### src/hw/rtl/circle_box_collision_top_macros.svh
// Assertion macros for the circle/box collision block.
`ifndef CIRCLE_BOX_COLLISION_TOP_MACROS_SVH
`define CIRCLE_BOX_COLLISION_TOP_MACROS_SVH

`ifndef NO_ASSERTIONS
// Implication property checked on every rising edge outside reset.
`define CBC_ASSERT_PROP(lbl, clk, rst, prop) \
  lbl: assert property (@(posedge clk) disable iff (rst) prop) \
    else $error("%m: property failed");
// Condition that must never be true outside reset.
`define CBC_ASSERT_NEVER(lbl, clk, rst, expr) \
  lbl: assert property (@(posedge clk) disable iff (rst) !(expr)) \
    else $error("%m: forbidden condition seen");
`else
`define CBC_ASSERT_PROP(lbl, clk, rst, prop)
`define CBC_ASSERT_NEVER(lbl, clk, rst, expr)
`endif

`endif

### src/hw/rtl/cbc_pkg.sv
// Shared types and constants for the circle/box collision block.
`default_nettype none

package cbc_pkg;

  // Default coordinate field width (unsigned Q12.4)
  localparam int COORD_BITS_DEF = 16;

  // Direction of the offset from ball centre to closest box point
  typedef enum logic [1:0] {
    SIDE_UP    = 2'd0,
    SIDE_RIGHT = 2'd1,
    SIDE_DOWN  = 2'd2,
    SIDE_LEFT  = 2'd3
  } side_t;

endpackage

`default_nettype wire

### src/hw/rtl/cbc_side.sv
// Direction pick and result zeroing for the final pipeline stage.
`default_nettype none

module cbc_side #(
  parameter int OFF_W = cbc_pkg::COORD_BITS_DEF + 2
) (
  input  wire logic                    hit,
  input  wire logic signed [OFF_W-1:0] ox,
  input  wire logic signed [OFF_W-1:0] oy,
  output cbc_pkg::side_t               side,
  output logic signed [OFF_W-1:0]      offset_x,
  output logic signed [OFF_W-1:0]      offset_y
);
  import cbc_pkg::*;

  logic signed [OFF_W:0] ex;
  logic signed [OFF_W:0] ey;
  logic signed [OFF_W:0] best;
  side_t                 pick;

  assign ex = {ox[OFF_W-1], ox};
  assign ey = {oy[OFF_W-1], oy};

  // First strict maximum among positive values of oy, ox, -oy, -ox
  always_comb begin
    best = '0;
    pick = SIDE_UP;
    if (ey > best) begin
      best = ey;
      pick = SIDE_UP;
    end
    if (ex > best) begin
      best = ex;
      pick = SIDE_RIGHT;
    end
    if (-ey > best) begin
      best = -ey;
      pick = SIDE_DOWN;
    end
    if (-ex > best) begin
      best = -ex;
      pick = SIDE_LEFT;
    end
  end

  // A miss reports up with a zero offset
  always_comb begin
    if (hit) begin
      side     = pick;
      offset_x = ox;
      offset_y = oy;
    end else begin
      side     = SIDE_UP;
      offset_x = '0;
      offset_y = '0;
    end
  end

endmodule

`default_nettype wire

### src/hw/rtl/circle_box_collision_top.sv
// Top level of the circle versus axis-aligned box collision test.
// Usage:
//   Input channel (in_valid/in_ready) carries one ball/box pair per request:
//   ball corner, radius, box corner and size, all unsigned Q12.4.
//   Output channel (out_valid/out_ready) returns hit, side and the signed
//   Q13.5 offset from the ball centre to the closest box point.
//   Each request passes through five register stages, the first loaded at
//   the edge that accepts it: centre difference, clamp, magnitude and range
//   check, squares, then sum compare with direction pick into the output
//   register, whose valid bit drives out_valid.
//   Throughput: one request per cycle while out_ready is high; the squaring
//   stage with its three multipliers sets the clock period.
//   Stalls: when out_ready is low the result holds; bubbles inside the
//   pipeline are still filled, so in_ready drops only once all five stages
//   hold a request. Nothing is lost or repeated.
//   Reset: rst (synchronous) empties every stage; in_ready is high the
//   cycle after reset is released.
`default_nettype none
`include "circle_box_collision_top_macros.svh"

module circle_box_collision_top #(
  parameter int COORD_BITS = cbc_pkg::COORD_BITS_DEF
) (
  input  wire logic                         clk,
  input  wire logic                         rst,
  input  wire logic                         in_valid,
  output logic                              in_ready,
  input  wire logic [COORD_BITS-1:0]        ball_x,
  input  wire logic [COORD_BITS-1:0]        ball_y,
  input  wire logic [COORD_BITS-1:0]        ball_radius,
  input  wire logic [COORD_BITS-1:0]        box_x,
  input  wire logic [COORD_BITS-1:0]        box_y,
  input  wire logic [COORD_BITS-1:0]        box_w,
  input  wire logic [COORD_BITS-1:0]        box_h,
  output logic                              out_valid,
  input  wire logic                         out_ready,
  output logic                              hit,
  output logic [1:0]                        side,
  output logic signed [COORD_BITS+1:0]      offset_x,
  output logic signed [COORD_BITS+1:0]      offset_y
);
  import cbc_pkg::*;

  localparam int DW    = COORD_BITS + 4;      // doubled-unit differences
  localparam int OFF_W = COORD_BITS + 2;      // offsets on a hit
  localparam int MW    = COORD_BITS + 1;      // magnitudes within range
  localparam int SQ_W  = 2 * MW;              // squares

  // Stage valid bits and advance enables
  logic v1, v2, v3, v4, v5;
  logic en1, en2, en3, en4, en5;

  assign en5      = !v5 || out_ready;
  assign en4      = !v4 || en5;
  assign en3      = !v3 || en4;
  assign en2      = !v2 || en3;
  assign en1      = !v1 || en2;
  assign in_ready = en1;

  always_ff @(posedge clk) begin
    if (rst) begin
      v1 <= 1'b0;
      v2 <= 1'b0;
      v3 <= 1'b0;
      v4 <= 1'b0;
      v5 <= 1'b0;
    end else begin
      if (en1) v1 <= in_valid;
      if (en2) v2 <= v1;
      if (en3) v3 <= v2;
      if (en4) v4 <= v3;
      if (en5) v5 <= v4;
    end
  end

  // Stage 1: centre difference in doubled units
  logic [DW-1:0]        ball_cx2, ball_cy2, box_cx2, box_cy2;
  logic signed [DW-1:0] s1_dx, s1_dy;
  logic [COORD_BITS-1:0] s1_w, s1_h, s1_r;

  assign ball_cx2 = ({4'b0, ball_x} + {4'b0, ball_radius}) << 1;
  assign ball_cy2 = ({4'b0, ball_y} + {4'b0, ball_radius}) << 1;
  assign box_cx2  = ({4'b0, box_x} << 1) + {4'b0, box_w};
  assign box_cy2  = ({4'b0, box_y} << 1) + {4'b0, box_h};

  always_ff @(posedge clk) begin
    if (en1) begin
      s1_dx <= signed'(ball_cx2 - box_cx2);
      s1_dy <= signed'(ball_cy2 - box_cy2);
      s1_w  <= box_w;
      s1_h  <= box_h;
      s1_r  <= ball_radius;
    end
  end

  // Stage 2: clamp to the half extents, offset = clamped - difference
  logic signed [DW-1:0] lim_x, lim_y, ox_c, oy_c;
  logic signed [DW-1:0] s2_ox, s2_oy;
  logic [COORD_BITS-1:0] s2_r;

  assign lim_x = signed'({4'b0, s1_w});
  assign lim_y = signed'({4'b0, s1_h});

  always_comb begin
    if (s1_dx > lim_x) begin
      ox_c = lim_x - s1_dx;
    end else if (s1_dx < -lim_x) begin
      ox_c = -lim_x - s1_dx;
    end else begin
      ox_c = '0;
    end
    if (s1_dy > lim_y) begin
      oy_c = lim_y - s1_dy;
    end else if (s1_dy < -lim_y) begin
      oy_c = -lim_y - s1_dy;
    end else begin
      oy_c = '0;
    end
  end

  always_ff @(posedge clk) begin
    if (en2) begin
      s2_ox <= ox_c;
      s2_oy <= oy_c;
      s2_r  <= s1_r;
    end
  end

  // Stage 3: magnitudes and the per-axis range check against 2r
  logic [DW-1:0]         mag_x, mag_y;
  logic [DW-1:0]         r2_w;
  logic                  in_rng;
  logic [MW-1:0]         s3_mx, s3_my, s3_r2;
  logic                  s3_inr;
  logic signed [OFF_W-1:0] s3_ox, s3_oy;

  assign mag_x  = s2_ox[DW-1] ? DW'(-s2_ox) : DW'(s2_ox);
  assign mag_y  = s2_oy[DW-1] ? DW'(-s2_oy) : DW'(s2_oy);
  assign r2_w   = {3'b0, s2_r, 1'b0};
  assign in_rng = (mag_x <= r2_w) && (mag_y <= r2_w);

  always_ff @(posedge clk) begin
    if (en3) begin
      s3_mx  <= mag_x[MW-1:0];
      s3_my  <= mag_y[MW-1:0];
      s3_r2  <= {s2_r, 1'b0};
      s3_inr <= in_rng;
      s3_ox  <= s2_ox[OFF_W-1:0];
      s3_oy  <= s2_oy[OFF_W-1:0];
    end
  end

  // Stage 4: squares
  logic [SQ_W-1:0]         sq_x, sq_y, sq_r;
  logic [SQ_W-1:0]         s4_sx, s4_sy, s4_sr;
  logic                    s4_inr;
  logic signed [OFF_W-1:0] s4_ox, s4_oy;

  assign sq_x = SQ_W'(s3_mx) * SQ_W'(s3_mx);
  assign sq_y = SQ_W'(s3_my) * SQ_W'(s3_my);
  assign sq_r = SQ_W'(s3_r2) * SQ_W'(s3_r2);

  always_ff @(posedge clk) begin
    if (en4) begin
      s4_sx  <= sq_x;
      s4_sy  <= sq_y;
      s4_sr  <= sq_r;
      s4_inr <= s3_inr;
      s4_ox  <= s3_ox;
      s4_oy  <= s3_oy;
    end
  end

  // Stage 5: distance compare, direction pick, output register
  logic [SQ_W:0]           dist2;
  logic                    hit_c;
  side_t                   side_c;
  logic signed [OFF_W-1:0] offx_c, offy_c;
  side_t                   s5_side;

  assign dist2 = {1'b0, s4_sx} + {1'b0, s4_sy};
  assign hit_c = s4_inr && (dist2 <= {1'b0, s4_sr});

  cbc_side #(
    .OFF_W (OFF_W)
  ) u_side (
    .hit      (hit_c),
    .ox       (s4_ox),
    .oy       (s4_oy),
    .side     (side_c),
    .offset_x (offx_c),
    .offset_y (offy_c)
  );

  always_ff @(posedge clk) begin
    if (en5) begin
      hit      <= hit_c;
      s5_side  <= side_c;
      offset_x <= offx_c;
      offset_y <= offy_c;
    end
  end

  assign side      = s5_side;
  assign out_valid = v5;

  // Checks
  `CBC_ASSERT_PROP(a_miss_zero, clk, rst,
    (out_valid && !hit) |-> (offset_x == '0 && offset_y == '0 && s5_side == SIDE_UP))
  `CBC_ASSERT_NEVER(a_ready_low_only_full, clk, rst,
    !in_ready && !(v1 && v2 && v3 && v4 && v5 && !out_ready))
  `CBC_ASSERT_PROP(a_stall_holds_s1, clk, rst,
    (v1 && !en2) |=> (v1 && $stable(s1_dx) && $stable(s1_dy)))

endmodule

`default_nettype wire
### config.mk
export PLATFORM = sky130hd
export DESIGN_NAME = circle_box_collision_top
export DESIGN_NICKNAME = d
export VERILOG_FILES = /design/src/hw/rtl/cbc_pkg.sv /design/src/hw/rtl/cbc_side.sv /design/src/hw/rtl/circle_box_collision_top.sv
export VERILOG_INCLUDE_DIRS = /design/src /design/src/hw/rtl
export SDC_FILE = /design/constraint.sdc
export NUM_CORES = 2
export LEC_CHECK = 0
export ABC_AREA = 1
export ABC_CLOCK_PERIOD_IN_PS = 10000
export BUFFER_PORTS_ARGS = -buffer_cell sky130_fd_sc_hd__buf_2
export CAP_MARGIN = 20
export CORE_UTILIZATION = 40
export CTS_CLUSTER_DIAMETER = 40
export DETAILED_ROUTE_END_ITERATION = 8
export SLEW_MARGIN = 10
export SYNTH_ARGS = -nofsm -noshare
export SYNTH_HDL_FRONTEND = slang
export SYNTH_SLANG_ARGS = --single-unit
### constraint.sdc
create_clock -name clk -period 10 [get_ports clk]
set_input_delay 0.5 -clock clk [delete_from_list [all_inputs] [get_ports clk]]
set_output_delay 0.5 -clock clk [all_outputs]
set_load 0.1 [all_outputs]
-- Word level (Yosys, flattened, before mapping)
Cells that the tools add are included.
- register bits after elaboration: 414
- input bits: 116
- logic and storage cells: 84
- add/sub/neg operators: 17
- multiply operators: 3
- magnitude comparators: 11
- muxes and demuxes: 12
- reductions and logical operators: 12
- operator list (cell ; number):
    2-to-1 mux 20 bit ; 6
    multiplier 17 x 17 -> 34 bit ; 2
    2-to-1 mux 19 bit ; 3
    > comparator 20 x 17 -> 1 bit ; 2
    less-or-equal comparator 20 x 17 -> 1 bit ; 2
    < comparator 20 bit ; 2
    negation 16 -> 20 bit ; 2
    negation 20 bit ; 2
    subtractor 17 x 20 -> 20 bit ; 2
    subtractor 20 bit ; 2
    > comparator 19 bit ; 2
    negation 18 -> 19 bit ; 2
    subtractor 18 x 18 -> 19 bit ; 2
    adder 17 x 16 -> 18 bit ; 2
    adder 34 x 34 -> 35 bit ; 1
    less-or-equal comparator 35 x 34 -> 1 bit ; 1
    adder 16 x 16 -> 17 bit ; 2
    multiplier 16 x 16 -> 32 bit ; 1
    > comparator 18 x 19 -> 1 bit ; 1
    > comparator 18 x 1 -> 1 bit, second input constant ; 1
    zero test 1 bit ; 5
    logical OR 1 bit ; 5
    2-to-1 mux 2 bit ; 2
    logical AND 1 bit ; 2
    2-to-1 mux 1 bit ; 1

-- Logic depth before layout (Yosys ltp)
- word-level depth: 8
- gate-level depth with buffers: 51
- mapped depth without buffers: 46

-- Cells and area by module
A second synthesis with hierarchy kept.
- cells, all modules: 5985
- area total of the unflattened synthesis: 52093.7 sq um
- by module, submodules not included (module ; instances ; cells an instance ; area each (sq um)):
    circle_box_collision_top ; 1 ; 5358 ; 48541.6
    cbc_side ; 1 ; 627 ; 3552.2

-- Worst setup path after synthesis
Ideal clock, no wire load.
- kind: register to output
- start point: register v5 (netlist: out_valid)
- end point: output port in_ready
- data arrival time: 8919 ps
- setup slack: 581 ps
- cell stages (with the launch flop): 10
- path buffers: 0
- cell sequence: dfxtp_1 inv_1 nor2_1 inv_1 nor2_1 inv_1 nor2_1 inv_1 nor2_1 nand2_1
- word-level cells in the longest chain between the ends: 6
- RTL lines (what ; RTL line ; text):
    start, declared ; circle_box_collision_top.sv:50 ; logic v1, v2, v3, v4, v5;
    start signal, assigned ; circle_box_collision_top.sv:72 ; if (en5) v5 <= v4;
    zero test 1 bit ; circle_box_collision_top.sv:53 ; assign en5 = !v5 || out_ready;
    logical OR 1 bit ; circle_box_collision_top.sv:53 ;
    via en5 ; circle_box_collision_top.sv:51 ; logic en1, en2, en3, en4, en5;
    logical OR 1 bit ; circle_box_collision_top.sv:54 ; assign en4 = !v4 || en5;
    via en4 ; circle_box_collision_top.sv:51 ;
    logical OR 1 bit ; circle_box_collision_top.sv:55 ; assign en3 = !v3 || en4;
    via en3 ; circle_box_collision_top.sv:51 ;
    logical OR 1 bit ; circle_box_collision_top.sv:56 ; assign en2 = !v2 || en3;
    logical OR 1 bit ; circle_box_collision_top.sv:57 ; assign en1 = !v1 || en2;
    end, declared ; circle_box_collision_top.sv:27 ; output logic in_ready,
The timed path passes the listed nets, and every way through them passes these cells.

-- Worst setup path after layout
- start point: register s4_sy[0]
- end point: register s5_side[0] (netlist: side[0]) (data pin)
- word-level cells in the longest chain between the ends: 3
- RTL lines (what ; RTL line ; text):
    start, declared ; circle_box_collision_top.sv:155 ; logic [SQ_W-1:0] s4_sx, s4_sy, s4_sr;
    start signal, assigned ; circle_box_collision_top.sv:166 ; s4_sy <= sq_y;
    adder 34 x 34 -> 35 bit ; circle_box_collision_top.sv:181 ; assign dist2 = {1'b0, s4_sx} + {1'b0, s4_sy};
    less-or-equal comparator 35 x 34 -> 1 bit ; circle_box_collision_top.sv:182 ; assign hit_c = s4_inr && (dist2 <= {1'b0, s4_sr});
    logical AND 1 bit ; circle_box_collision_top.sv:182 ;
    end signal, assigned ; circle_box_collision_top.sv:198 ; s5_side <= side_c;
    end, declared ; circle_box_collision_top.sv:179 ; side_t s5_side;
No other way between the ends.
A chain may end at the register's enable or synchronous reset.

==> results.md <==
* Outcome: completed
* Met1 Use GR at 27.1%
* Util after Layout at 44.3%
* Post-Route WL at 129,000 um
* Final Skew at 0.0281 ns
* Area leader, netlist: edfxtp_1
* Crit path arrival time at 8.55 ns
* Cell Count, Final, Fillers Out at 8,019
* Mux contribution to synthesized area at 0%
* Top-area cell type share of the netlist area at 22.9%
* CTS root buffer: clkbuf_16
* Largest net degree at the start of global routing at 85
* Met3 Use GR at 1.89%
* Placed cells at 7,895
* Netlist cell types at 52
* Initial Utilization at 40.3%
* Gr usage total at 20.1%
* Antenna violations before repair at 0
* Top FF cell, synth: edfxtp_1
* Detailed placement HPWL at 109,000 um
* Crit path top cell by count: nand2_1
* Row count at 132
* Iter 0 DRT Violations at 2,151
* Worst-path clk slew at 0.05 ns
* Bufs and invs on worst path at 7
* Post-synthesis adder-cell area fraction at 37.2%
* Clk_lat worst skew at 0.63 ns
* Die Area at 0.132 sq mm
* Post-route clock period utilization at 82.1%
* Placer congestion estimate at 0.939
* Post-Synth Simple-Gate Area at 14.4%
* Area growth syn-to-layout at 9.84%
* First-pass GRT wire length at 212,000 um
* # nets final at 7,541
* Post-Syn Area at 0.0522 sq mm
* Vias per Instance at 4.85
* Global-route layer with the greatest usage: met2
* GR Overflow Total at 0
* Slew Viols, Final at 0
* Vias in the first global route at 40,700
* Worst setup SP type: flip-flop
* Die height at 363 um
* CTS buffer count at 67
* Crit path kind: reg2reg
* Synth Instances at 6,089
* Commonest non-fill, non-tap cell in the layout: inv_1
* CTS tree: built
* Mean post-synth cell area at 8.57 sq um
* CP max stage delay at 0.54 ns
* CP Max Fanout at 32
* Share of layout cells above drive strength 1 at 5.56%
* Main combinational cell family by area after synthesis: adder cells
* RSZ-0062 raised after global routing: false
* Rel. slew slack at 32.9%
* Max Clock Freq at 0.122 GHz
* Slowest stage cell, crit path: clkinv_1
* Hold-fix buffers at CTS at 0
* Postcts setup bufs at 0
* 1st-pass router iterations at 7
* CP top delay family: simple AND/OR/NAND/NOR gates
* CP Data Required Time at 10.34 ns
* Hold WC Path Type: in2reg
* YS warnings at 0
* H-tree levels at 3
* ANT nets after route at 0
* Post-synthesis net count at 7,407
* Commonest non-fill, non-tap cells in the layout: 1,501 x inv_1, 1,086 x nand2_1, 618 x ha_1
* Area of the core at 0.129 sq mm
* Clock sink total at 403
* Final setup violation count at 0
* CTS resizes at 0
* Post-synth EDFFs at 398
* CTS max path bufs at 3
* Grt met2 use at 34.3%
* XOR/XNOR share of the synthesized area at 5.71%
* Register area share after synthesis at 23.1%
* #FFs+latches synth at 403
* Max-cap violations at 0
* Compound-gate portion of the synthesized area at 7.65%
* Worst Tran Pin Value at 1.01 ns
* Asr flop ratio synth at 0%
* Worst setup EP type: flip-flop
* Hold Fails Final Rpt at 0
* Per-cell routed wire length at 16.1 um
* Minimum clock period after layout at 8.21 ns
* DRC Markers at 0
* Chip Width at 363 um
* Vias at 38,900
* Setup TNS at 0 ns
* WHS at 0.0848 ns
* Synth top area cells: edfxtp_1 23%, fa_1 22%, ha_1 15%, inv_1 11%, nand2_1 7.8%
* I/O pin count at 157
* IO buf count at 156
==> layout make-up <==
type | count | area (sq um)
fillers | 12900 | 72200
multi-input cells | 4053 | 33900
flip-flops and latches | 403 | 12100
inverters | 1510 | 5670
well taps | 1742 | 2180
clock buffers | 74 | 1720
repair buffers | 188 | 1030
clock inverters | 48 | 697
diodes | 1 | 2.50
==> synthesized netlist by cell type (9+ instances only) <==
| master | number |
|---|---|
| nor2_1 | 313 |
| xor2_1 | 225 |
| and2_1 | 18 |
| nor3_1 | 57 |
| nand2_1 | 1087 |
| inv_1 | 1504 |
| buf_2 | 16 |
| fa_1 | 584 |
| o21bai_1 | 28 |
| o31ai_1 | 10 |
| a21o_1 | 33 |
| a221oi_1 | 10 |
| o21ai_0 | 198 |
| nand4_1 | 49 |
| o21a_1 | 13 |
| nor4_1 | 28 |
| nor2_4 | 9 |
| a31oi_1 | 30 |
| nand3_1 | 192 |
| o21ai_1 | 20 |
| edfxtp_1 | 398 |
| or2_2 | 13 |
| clkbuf_1 | 102 |
| xnor2_1 | 115 |
| ha_1 | 618 |
| a21boi_0 | 14 |
| a21oi_1 | 325 |
==> sequential cells by signal (all words and copies together) (netlist names), 17 cells and up <==
signal / count
offset_x: 18
offset_y: 18
s1_dx: 19
s1_dy: 19
s2_ox: 20
s2_oy: 20
s3_mx: 17
s3_my: 17
s3_ox: 17
s3_oy: 17
s4_ox: 17
s4_oy: 17
s4_sr: 31
s4_sx: 33
s4_sy: 33
==> per-layer routing <==
metal	up-vias	wire length (um)
met5	-	0
met4	0	3080
met3	170	4500
met2	732	61500
met1	18700	60200
li1	19300	-
==> final timing paths <==
check                           start                    end  slack [ns]  depth (start not counted)
setup reg to reg   s4_sy[0]$_DFFE_PP_  side[0]$_SDFFCE_PN0P_        1.79                         42
setup / recovery   s4_sy[0]$_DFFE_PP_  side[0]$_SDFFCE_PN0P_        1.79                         42
hold reg to reg   s3_ox[13]$_DFFE_PP_    s4_ox[13]$_DFFE_PP_        0.40                          0
hold / removal               box_w[1]      s1_w[1]$_DFFE_PP_        0.08                          1
==> kinds of logic (layout without fill, tap and decap cells) <==
| family | count (synthesis) | in the layout |
|---|---|---|
| simple gates | 1797 | 1797 |
| buf+inv | 1633 | 1820 |
| fa+ha+maj | 1202 | 1202 |
| compound gates | 713 | 713 |
| flops | 403 | 403 |
| xor+xnor | 340 | 340 |
| other cells | 1 | 2 |
==> metrics by stage <==
stage | cell area (sq um) | setup slack (ns)
6_report | 57300 | 1.79
5_1_grt | 57300 | 1.03
4_1_cts | 57300 | 1.40
3_5_place_dp | 54900 | 1.42
3_3_place_gp | 54900 | 1.49
2_1_floorplan | 52200 | 0.581
Power is left out: the tool's default activity adds up to more than one toggle a clock period on the data nets, which glitch-free logic cannot reach.
